$ cat config.mk
export PLATFORM = sky130hd
export DESIGN_NAME = ack_bandwidth_estimator
export DESIGN_NICKNAME = d
export VERILOG_FILES = /design/src/sv/abe_pkg.sv /design/src/sv/abe_div.sv /design/src/sv/abe_mul.sv /design/src/sv/ack_bandwidth_estimator.sv
export VERILOG_INCLUDE_DIRS = /design/src /design/src/sv
export SDC_FILE = /design/constraint.sdc
export NUM_CORES = 2
export LEC_CHECK = 0
export BUFFER_PORTS_ARGS = -buffer_cell sky130_fd_sc_hd__buf_4
export CORE_AREA = 2 2 335 337
export CTS_BUF_LIST = sky130_fd_sc_hd__clkbuf_4 sky130_fd_sc_hd__clkbuf_8
export DETAILED_ROUTE_END_ITERATION = 10
export DIE_AREA = 0 0 337 339
export PLACE_DENSITY = 0.66
export SLEW_MARGIN = 20
export SYNTH_ARGS = -nofsm -noshare
export SYNTH_HDL_FRONTEND = slang
export SYNTH_HIERARCHICAL = 1
export SYNTH_SLANG_ARGS = --single-unit
$ cat constraint.sdc
create_clock -name clk -period 11.2 [get_ports clk]
set_input_delay 0.56 -clock clk [delete_from_list [all_inputs] [get_ports clk]]
set_output_delay 0.56 -clock clk [all_outputs]
set_load 0.05 [all_outputs]
$ cat src/sv/ack_bandwidth_estimator_assert.svh
// assertion helpers for the bandwidth estimator
// both sample on the rising edge of clk and stay quiet while rst_n is low
`ifndef ACK_BANDWIDTH_ESTIMATOR_ASSERT_SVH
`define ACK_BANDWIDTH_ESTIMATOR_ASSERT_SVH

// same-cycle implication
`define ABE_ASSERT_NOW(label, ante, cons, msg) \
  label: assert property (@(posedge clk) disable iff (!rst_n) (ante) |-> (cons)) \
    else $error(msg);

// next-cycle implication
`define ABE_ASSERT_NEXT(label, ante, cons, msg) \
  label: assert property (@(posedge clk) disable iff (!rst_n) (ante) |=> (cons)) \
    else $error(msg);

`endif

$ cat src/sv/abe_pkg.sv
`default_nettype none
package abe_pkg;

  localparam int unsigned DATA_W = 32;
  localparam int unsigned CNT_W  = 6;

  localparam logic [15:0] MSS_RESET      = 16'd1460;
  localparam logic [15:0] FLOOR_RESET    = 16'd50;
  localparam logic [19:0] INIT_RTT_RESET = 20'd20000;
  localparam logic [31:0] MIN_WIN_FLOOR  = 32'd2;

  // ack event kinds
  typedef enum logic [2:0] {
    CMD_START = 3'd0,
    CMD_FAST  = 3'd1,
    CMD_SLOW  = 3'd2,
    CMD_FRTO  = 3'd3,
    CMD_RTT   = 3'd4
  } abe_cmd_t;

  // configuration register indexes
  typedef enum logic [1:0] {
    CFG_MSS      = 2'd0,
    CFG_FLOOR    = 2'd1,
    CFG_INIT_RTT = 2'd2
  } abe_cfg_t;

  // sequencer states
  typedef enum logic [2:0] {
    ST_IDLE,
    ST_EXEC,
    ST_SLOW,
    ST_DIV_BW,
    ST_SMOOTH,
    ST_MUL,
    ST_DIV_WIN,
    ST_DONE
  } abe_state_t;

  // status of a serial arithmetic unit
  typedef struct packed {
    logic busy;
    logic done;
  } abe_unit_stat_t;

endpackage
`default_nettype wire

$ cat src/sv/abe_div.sv
`default_nettype none
// restoring divider, one quotient bit per cycle
module abe_div (
  input  wire logic                       clk,
  input  wire logic                       rst_n,
  input  wire logic                       start,
  input  wire logic [31:0]                dividend,
  input  wire logic [31:0]                divisor,
  output abe_pkg::abe_unit_stat_t         stat,
  output logic [31:0]                     quotient
);
  import abe_pkg::*;

  logic [DATA_W-1:0] rem_r;
  logic [DATA_W-1:0] quo_r;
  logic [DATA_W-1:0] dvs_r;
  logic [CNT_W-1:0]  cnt_r;
  logic              busy_r;
  logic              done_r;
  logic [DATA_W:0]   shifted;
  logic [DATA_W:0]   diff;

  // trial subtract of the divisor from the shifted remainder
  assign shifted = {rem_r, quo_r[DATA_W-1]};
  assign diff    = shifted - {1'b0, dvs_r};

  always_ff @(posedge clk) begin
    if (!rst_n) begin
      busy_r <= 1'b0;
      done_r <= 1'b0;
      cnt_r  <= '0;
    end else begin
      done_r <= 1'b0;
      if (start) begin
        rem_r  <= '0;
        quo_r  <= dividend;
        dvs_r  <= divisor;
        cnt_r  <= CNT_W'(DATA_W);
        busy_r <= 1'b1;
      end else if (busy_r) begin
        if (!diff[DATA_W]) begin
          rem_r <= diff[DATA_W-1:0];
          quo_r <= {quo_r[DATA_W-2:0], 1'b1};
        end else begin
          rem_r <= shifted[DATA_W-1:0];
          quo_r <= {quo_r[DATA_W-2:0], 1'b0};
        end
        cnt_r <= cnt_r - CNT_W'(1);
        if (cnt_r == CNT_W'(1)) begin
          busy_r <= 1'b0;
          done_r <= 1'b1;
        end
      end
    end
  end

  assign stat.busy = busy_r;
  assign stat.done = done_r;
  assign quotient  = quo_r;

endmodule
`default_nettype wire

$ cat src/sv/abe_mul.sv
`default_nettype none
// shift-add multiplier, low 32 bits of the product, one bit per cycle
module abe_mul (
  input  wire logic                       clk,
  input  wire logic                       rst_n,
  input  wire logic                       start,
  input  wire logic [31:0]                op_a,
  input  wire logic [31:0]                op_b,
  output abe_pkg::abe_unit_stat_t         stat,
  output logic [31:0]                     product
);
  import abe_pkg::*;

  logic [DATA_W-1:0] acc_r;
  logic [DATA_W-1:0] mcand_r;
  logic [DATA_W-1:0] mplier_r;
  logic [CNT_W-1:0]  cnt_r;
  logic              busy_r;
  logic              done_r;

  always_ff @(posedge clk) begin
    if (!rst_n) begin
      busy_r <= 1'b0;
      done_r <= 1'b0;
      cnt_r  <= '0;
    end else begin
      done_r <= 1'b0;
      if (start) begin
        acc_r    <= '0;
        mcand_r  <= op_a;
        mplier_r <= op_b;
        cnt_r    <= CNT_W'(DATA_W);
        busy_r   <= 1'b1;
      end else if (busy_r) begin
        if (mplier_r[0]) begin
          acc_r <= acc_r + mcand_r;
        end
        mcand_r  <= {mcand_r[DATA_W-2:0], 1'b0};
        mplier_r <= {1'b0, mplier_r[DATA_W-1:1]};
        cnt_r    <= cnt_r - CNT_W'(1);
        if (cnt_r == CNT_W'(1)) begin
          busy_r <= 1'b0;
          done_r <= 1'b1;
        end
      end
    end
  end

  assign stat.busy = busy_r;
  assign stat.done = done_r;
  assign product   = acc_r;

endmodule
`default_nettype wire

$ cat src/sv/ack_bandwidth_estimator.sv
// ACK bandwidth estimator for one connection. Each ACK event (start, fast ack,
// slow ack, frto, rtt sample) yields one result: the smoothed bandwidth in bytes
// per tick, the minimum RTT and max(bw * min_rtt / mss, 2). One event is worked
// at a time; an event holds the block until its result is loaded, which takes
// longer when a fast ack closes the evaluation window, and the load also waits
// while the previous result is still held for out_tready. The time is set by the
// bit-serial arithmetic: a shift-add multiply and a restoring divide for the
// window figure, plus one more pass of the shared divider for bytes over elapsed
// ticks when the window closes. A finished result waits in the output register
// while the next event is taken. Configuration writes are always accepted and
// must only be issued while the block is idle.
`default_nettype none
`include "ack_bandwidth_estimator_assert.svh"
module ack_bandwidth_estimator (
  input  wire logic        clk,
  input  wire logic        rst_n,
  // ack events
  input  wire logic        in_tvalid,
  output logic             in_tready,
  input  wire logic [95:0] in_tdata,   // now [31:0], ack_seq [63:32], rtt_sample [95:64]
  input  wire logic [2:0]  in_tuser,   // cmd [2:0]
  // results
  output logic             out_tvalid,
  input  wire logic        out_tready,
  output logic [95:0]      out_tdata,  // bw_estimate [31:0], min_rtt [63:32], min_window [95:64]
  // configuration writes
  input  wire logic        cfg_valid,
  output logic             cfg_ready,
  input  wire logic [1:0]  cfg_index,
  input  wire logic [19:0] cfg_data
);
  import abe_pkg::*;

  abe_state_t state_r, state_nxt;

  // configuration
  logic [15:0] mss_r;
  logic [15:0] floor_r;
  logic [19:0] init_rtt_r;

  // latched request
  logic [2:0]  cmd_r;
  logic [31:0] now_r;
  logic [31:0] ack_r;
  logic [31:0] smp_r;

  // connection state
  logic [31:0] raw_bw_r;
  logic [31:0] smooth_bw_r;
  logic [31:0] window_start_r;
  logic [31:0] window_bytes_r;
  logic [31:0] last_ack_r;
  logic [31:0] dup_credit_r;
  logic [31:0] cur_rtt_r;
  logic [31:0] low_rtt_r;
  logic        first_pending_r;
  logic        recapture_r;
  logic [31:0] slow_acked_r;
  logic [31:0] win_r;

  // result register
  logic        out_tvalid_r;
  logic [31:0] out_bw_r;
  logic [31:0] out_rtt_r;
  logic [31:0] out_win_r;

  // arithmetic units
  abe_unit_stat_t div_stat;
  abe_unit_stat_t mul_stat;
  logic           div_start;
  logic           mul_start;
  logic [31:0]    div_dividend;
  logic [31:0]    div_divisor;
  logic [31:0]    div_q;
  logic [31:0]    mul_p;

  // window close decision
  logic [31:0] span;
  logic [31:0] limit;
  logic        close_win;
  logic [31:0] last_eff;
  logic [31:0] delta;
  logic [31:0] mss_ext;
  logic        out_free;

  function automatic logic [31:0] lowpass(input logic [31:0] old, input logic [31:0] smp);
    logic [31:0] mix;
    mix = {old[28:0], 3'b000} - old + smp;
    return {3'b000, mix[31:3]};
  endfunction

  assign mss_ext   = {16'd0, mss_r};
  assign span      = now_r - window_start_r;
  assign limit     = (cur_rtt_r > {16'd0, floor_r}) ? cur_rtt_r : {16'd0, floor_r};
  assign close_win = (cur_rtt_r != 32'd0) && (span > limit);
  assign last_eff  = first_pending_r ? ack_r : last_ack_r;
  assign delta     = ack_r - last_eff;
  assign out_free  = !out_tvalid_r || out_tready;

  // shared divider operand select
  assign div_dividend = (state_r == ST_EXEC) ? window_bytes_r : mul_p;
  assign div_divisor  = (state_r == ST_EXEC) ? span : mss_ext;

  abe_div u_div (
    .clk      (clk),
    .rst_n    (rst_n),
    .start    (div_start),
    .dividend (div_dividend),
    .divisor  (div_divisor),
    .stat     (div_stat),
    .quotient (div_q)
  );

  abe_mul u_mul (
    .clk     (clk),
    .rst_n   (rst_n),
    .start   (mul_start),
    .op_a    (smooth_bw_r),
    .op_b    (low_rtt_r),
    .stat    (mul_stat),
    .product (mul_p)
  );

  // state register
  always_ff @(posedge clk) begin
    if (!rst_n) begin
      state_r <= ST_IDLE;
    end else begin
      state_r <= state_nxt;
    end
  end

  // next state and unit starts
  always_comb begin
    state_nxt = state_r;
    in_tready = 1'b0;
    div_start = 1'b0;
    mul_start = 1'b0;
    case (state_r)
      ST_IDLE: begin
        in_tready = 1'b1;
        if (in_tvalid) begin
          state_nxt = ST_EXEC;
        end
      end
      ST_EXEC: begin
        if (cmd_r == CMD_FAST && close_win) begin
          div_start = 1'b1;
          state_nxt = ST_DIV_BW;
        end else if (cmd_r == CMD_SLOW) begin
          state_nxt = ST_SLOW;
        end else begin
          state_nxt = ST_MUL;
        end
      end
      ST_SLOW: begin
        state_nxt = ST_MUL;
      end
      ST_DIV_BW: begin
        if (div_stat.done) begin
          state_nxt = (raw_bw_r == 32'd0 && smooth_bw_r == 32'd0) ? ST_MUL : ST_SMOOTH;
        end
      end
      ST_SMOOTH: begin
        state_nxt = ST_MUL;
      end
      ST_MUL: begin
        // first cycle here starts the multiply on settled operands
        if (!mul_stat.busy && !mul_stat.done) begin
          mul_start = 1'b1;
        end else if (mul_stat.done) begin
          div_start = 1'b1;
          state_nxt = ST_DIV_WIN;
        end
      end
      ST_DIV_WIN: begin
        if (div_stat.done) begin
          state_nxt = ST_DONE;
        end
      end
      ST_DONE: begin
        if (out_free) begin
          state_nxt = ST_IDLE;
        end
      end
      default: begin
        state_nxt = ST_IDLE;
      end
    endcase
  end

  // datapath and configuration
  always_ff @(posedge clk) begin
    if (!rst_n) begin
      mss_r           <= MSS_RESET;
      floor_r         <= FLOOR_RESET;
      init_rtt_r      <= INIT_RTT_RESET;
      raw_bw_r        <= '0;
      smooth_bw_r     <= '0;
      window_start_r  <= '0;
      window_bytes_r  <= '0;
      last_ack_r      <= '0;
      dup_credit_r    <= '0;
      cur_rtt_r       <= {12'd0, INIT_RTT_RESET};
      low_rtt_r       <= {12'd0, INIT_RTT_RESET};
      first_pending_r <= 1'b1;
      recapture_r     <= 1'b1;
      out_tvalid_r    <= 1'b0;
    end else begin
      // register writes
      if (cfg_valid) begin
        case (cfg_index)
          CFG_MSS:      mss_r      <= cfg_data[15:0];
          CFG_FLOOR:    floor_r    <= cfg_data[15:0];
          CFG_INIT_RTT: init_rtt_r <= cfg_data;
          default: ;
        endcase
      end

      // result valid: load a new result or drop the accepted one
      if (state_r == ST_DONE && out_free) begin
        out_tvalid_r <= 1'b1;
      end else if (out_tready) begin
        out_tvalid_r <= 1'b0;
      end

      case (state_r)
        ST_IDLE: begin
          if (in_tvalid) begin
            cmd_r <= in_tuser;
            now_r <= in_tdata[31:0];
            ack_r <= in_tdata[63:32];
            smp_r <= in_tdata[95:64];
          end
        end
        ST_EXEC: begin
          case (cmd_r)
            CMD_START: begin
              raw_bw_r        <= '0;
              smooth_bw_r     <= '0;
              window_bytes_r  <= '0;
              dup_credit_r    <= '0;
              recapture_r     <= 1'b1;
              cur_rtt_r       <= {12'd0, init_rtt_r};
              low_rtt_r       <= {12'd0, init_rtt_r};
              window_start_r  <= now_r;
              last_ack_r      <= ack_r;
              first_pending_r <= 1'b1;
            end
            CMD_FAST: begin
              first_pending_r <= 1'b0;
              if (close_win) begin
                window_bytes_r <= delta;
                window_start_r <= now_r;
              end else begin
                window_bytes_r <= window_bytes_r + delta;
              end
              last_ack_r <= ack_r;
              if (recapture_r || cur_rtt_r < low_rtt_r) begin
                low_rtt_r <= cur_rtt_r;
              end
              recapture_r <= 1'b0;
            end
            CMD_SLOW: begin
              // duplicate ack counts one segment of credit
              if (ack_r == last_ack_r) begin
                dup_credit_r <= dup_credit_r + mss_ext;
                slow_acked_r <= mss_ext;
              end else begin
                slow_acked_r <= ack_r - last_ack_r;
              end
              last_ack_r <= ack_r;
              if (recapture_r || cur_rtt_r < low_rtt_r) begin
                low_rtt_r <= cur_rtt_r;
              end
              recapture_r <= 1'b0;
            end
            CMD_FRTO: begin
              recapture_r <= 1'b1;
            end
            CMD_RTT: begin
              if (smp_r != 32'd0 && !smp_r[31]) begin
                cur_rtt_r <= smp_r;
              end
            end
            default: ;
          endcase
        end
        ST_SLOW: begin
          // delayed ack accounting against the credit
          if (slow_acked_r > mss_ext) begin
            if (dup_credit_r >= slow_acked_r) begin
              dup_credit_r   <= dup_credit_r - slow_acked_r;
              window_bytes_r <= window_bytes_r + mss_ext;
            end else begin
              dup_credit_r   <= '0;
              window_bytes_r <= window_bytes_r + (slow_acked_r - dup_credit_r);
            end
          end else begin
            window_bytes_r <= window_bytes_r + slow_acked_r;
          end
        end
        ST_DIV_BW: begin
          if (div_stat.done) begin
            if (raw_bw_r == 32'd0 && smooth_bw_r == 32'd0) begin
              raw_bw_r    <= div_q;
              smooth_bw_r <= div_q;
            end else begin
              raw_bw_r <= lowpass(raw_bw_r, div_q);
            end
          end
        end
        ST_SMOOTH: begin
          smooth_bw_r <= lowpass(smooth_bw_r, raw_bw_r);
        end
        ST_DIV_WIN: begin
          // held apart from the output so a waiting result stays stable
          if (div_stat.done) begin
            win_r <= (div_q < MIN_WIN_FLOOR) ? MIN_WIN_FLOOR : div_q;
          end
        end
        ST_DONE: begin
          if (out_free) begin
            out_bw_r  <= smooth_bw_r;
            out_rtt_r <= low_rtt_r;
            out_win_r <= win_r;
          end
        end
        default: ;
      endcase
    end
  end

  assign cfg_ready  = 1'b1;
  assign out_tvalid = out_tvalid_r;
  assign out_tdata  = {out_win_r, out_rtt_r, out_bw_r};

  // checks
  `ABE_ASSERT_NEXT(a_busy_after_req, in_tvalid && in_tready, !in_tready, "took a second request while busy")
  `ABE_ASSERT_NOW(a_win_floor, out_tvalid_r, out_win_r >= MIN_WIN_FLOOR, "window below floor")
  `ABE_ASSERT_NOW(a_div_done_state, div_stat.done, state_r == ST_DIV_BW || state_r == ST_DIV_WIN, "divider finished outside a divide step")
  `ABE_ASSERT_NOW(a_units_exclusive, mul_stat.busy, !div_stat.busy, "multiplier and divider busy together")

endmodule
`default_nettype wire

==> results.yml <==
clocking:
  cts_max_level: 4
  insertion_delay_ns: 0.86
  path_clk_slew_ns: 0.06
  root_buffer: "clkbuf_8"
  clkSinkCount: 781
  cts_tree: "built"
  cts.path.max_buffers: 3
  numCtsBuffers: 140
  cts_setup_buffers: 0
routing:
  drt_iter0_drc: 3941
  vias: 46000
  vias_per_cell: 5.82
  route.detailed.drc: 0
  routed_wl_um: 167000
  drtPass1Iterations: 5
  antenna_left: 0
  post_drt_wl_per_cell_um: 21.2
finish:
  nFillCells: 9903
  nNetsFinal: 6997
  postLayoutCellArea_mm2: 0.0622
  syn_to_final_growth_pct: 13.3
  drive_above_1_share_pct: 11.6
floorplanning:
  io_pins: 225
  initial_core_util_pct: 49.8
  core_region_area_mm2: 0.110
  die_h_um: 339
  die_w_um: 337
  dieArea_mm2: 0.114
  core.rowCount: 122
synthesis:
  syn-num-nets: 6708
  syn-cell-area_mm2: 0.0549
  syn_inst: 6010
  postSynthAreaPerCell_um2: 9.14
  yosys_warnings: 6
worst_setup_path:
  crit_family: "compound AO/OA/AOI/OAI gates"
  start_kind: "register"
  crit_type: "reg2reg"
  critPathMaxFanout: 57
  slowest_stage: "nand2_2"
  worst-path-buf-inv: 4
  cp_data_arrival_time_ns: 8.18
  critPathRequiredTime_ns: 11.66
  end_kind: "register"
  max_stage_delay_ns: 0.68
global_routing:
  grt_max_degree: 147
  grt_overflow: 0
  grt_pass1_vias: 43700
  grt_pass1_wl_um: 255000
  grt.total_usage_pct: 28.7
  antenna_found_initial: 1
sta:
  fmax_ghz: 0.130
  fin_worst_skew_ns: 0.0679
  fin_setup_tns_ns: 0
  slew_headroom_pct: 17.3
  period_share_pct: 68.9
  hold_slack_ns: 0.199
  fin_crit_ns: 7.71
  setup_viol_count_final: 0
  maxSlewViolCount: 0
  hold_viol: 0
  tightest_slew_ns: 1.23
  grt_setup_unrepaired: "no"
placed_design:
  placed_cell_area_mm2: 0.0580
  dpl.hpwl_um: 127000
  gp_congestion: 0.963
  port_buffers: 223
run:
  maxCapViolCount: 0
power_and_ir_drop:
  peakVddDrop_mv: 0.107
  leakage_nw: 25.5
  power_density_mw_per_mm2: 131
run_status:
  status: "complete, no violations"
worst_hold_path:
  min-delay-path-class: "in2reg"
[through the flow]
stage	utilization (%)	power (mW)	setup slack (ns)	instances
after floorplan	-	4.71	3.71	6010
after global placement	52.5	5.19	3.78	7526
after detailed placement	52.5	5.22	3.61	7526
after CTS	56.4	8.20	3.54	7902
after global routing	56.4	8.56	2.94	7904
final	56.4	8.18	3.49	7904
[report_power, final]
| group | internal [mW] | switching (mW) |
|---|---|---|
| clock | 1.64 | 1.30 |
| combinational | 0.800 | 1.14 |
| sequential | 3.15 | 0.138 |
[worst register-to-register path: stages (launching register included)]
cell and delay, ns:
edfxtp_1 0.39, inv_1 0.07, ha_1 0.16, inv_1 0.06, fa_1 0.41, a21o_1 0.17
a21oi_1 0.24, nor2b_1 0.12, o22ai_2 0.19, o21ai_1 0.19, a2111oi_4 0.48, o31ai_2 0.20
a2111oi_1 0.40, nor2_1 0.14, mux2i_1 0.21, nand4_1 0.11, ha_1 0.31, nand4_1 0.10
nor2_1 0.16, and4_1 0.27, o311ai_1 0.11, and3_1 0.31, nor2_4 0.13, buf_4 0.42
nand2_1 0.20, nand2_2 0.68, o21a_2 0.36, buf_4 0.66
[cell usage in the layout (no fill, tap or decap), types with 19 or more instances in the layout]
master,n
and3_1,35
ha_1,475
a21o_1,177
clkbuf_4,48
mux2_2,108
dlygate4sd3_1,119
dfxtp_1,329
o31ai_1,19
a211oi_1,117
a221oi_1,60
nor2b_1,65
a31oi_1,42
and2_1,39
o21ai_1,31
a21oi_1,541
xnor2_1,203
o211ai_1,46
mux2i_1,121
o21ai_0,279
o21bai_1,34
or3_1,32
edfxtp_1,451
o21a_1,53
nand2_1,615
fa_1,97
buf_4,279
nor4_1,70
nand4_1,65
nand2b_1,54
clkbuf_8,156
nand3_1,109
a22oi_1,23
inv_1,597
xor2_1,125
nor2_1,344
nor3_1,82
[path summary, 6_finish.rpt]
path	start	slack, ns	cells past startpoint	endpoint
worst min register to register	win_r[14]	0.37	0	out_win_r[14]
worst max register to register	now_r[0]	3.49	27	u_div/rem_r[12]
worst max-delay path	now_r[0]	3.49	27	u_div/rem_r[12]
worst min-delay path	in_tvalid	0.20	5	state_r[0]
[repair_timing]
item / in CTS / in global routing
endpoints found under the hold margin: 144 / 0
hold buffers: 119 / 0
resized for setup: 0 / 0
[cell type report]
cell class | instances | area, um2 | share of cell area [%]
Clock buffer | 204 | 2510 | 4.03
Sequential cell | 781 | 20200 | 32.4
Inverter | 602 | 2270 | 3.64
Tap cell | 1488 | 1860 | 2.99
Timing Repair Buffer | 399 | 3310 | 5.31
Antenna cell | 2 | 5.00 | 0.00804
Multi-Input combinational cell | 4375 | 31600 | 50.7
Clock inverter | 53 | 551 | 0.885
[layer usage]
| layer | GRT usage [%] | wire length [um] |
|---|---|---|
| met4 | 11.3 | 6410 |
| met5 | 0 | 0 |
| met1 | 40.5 | 76300 |
| met3 | 4.18 | 10800 |
| met2 | 44.3 | 73700 |
No activity file was read; power rests on OpenSTA's default activity.
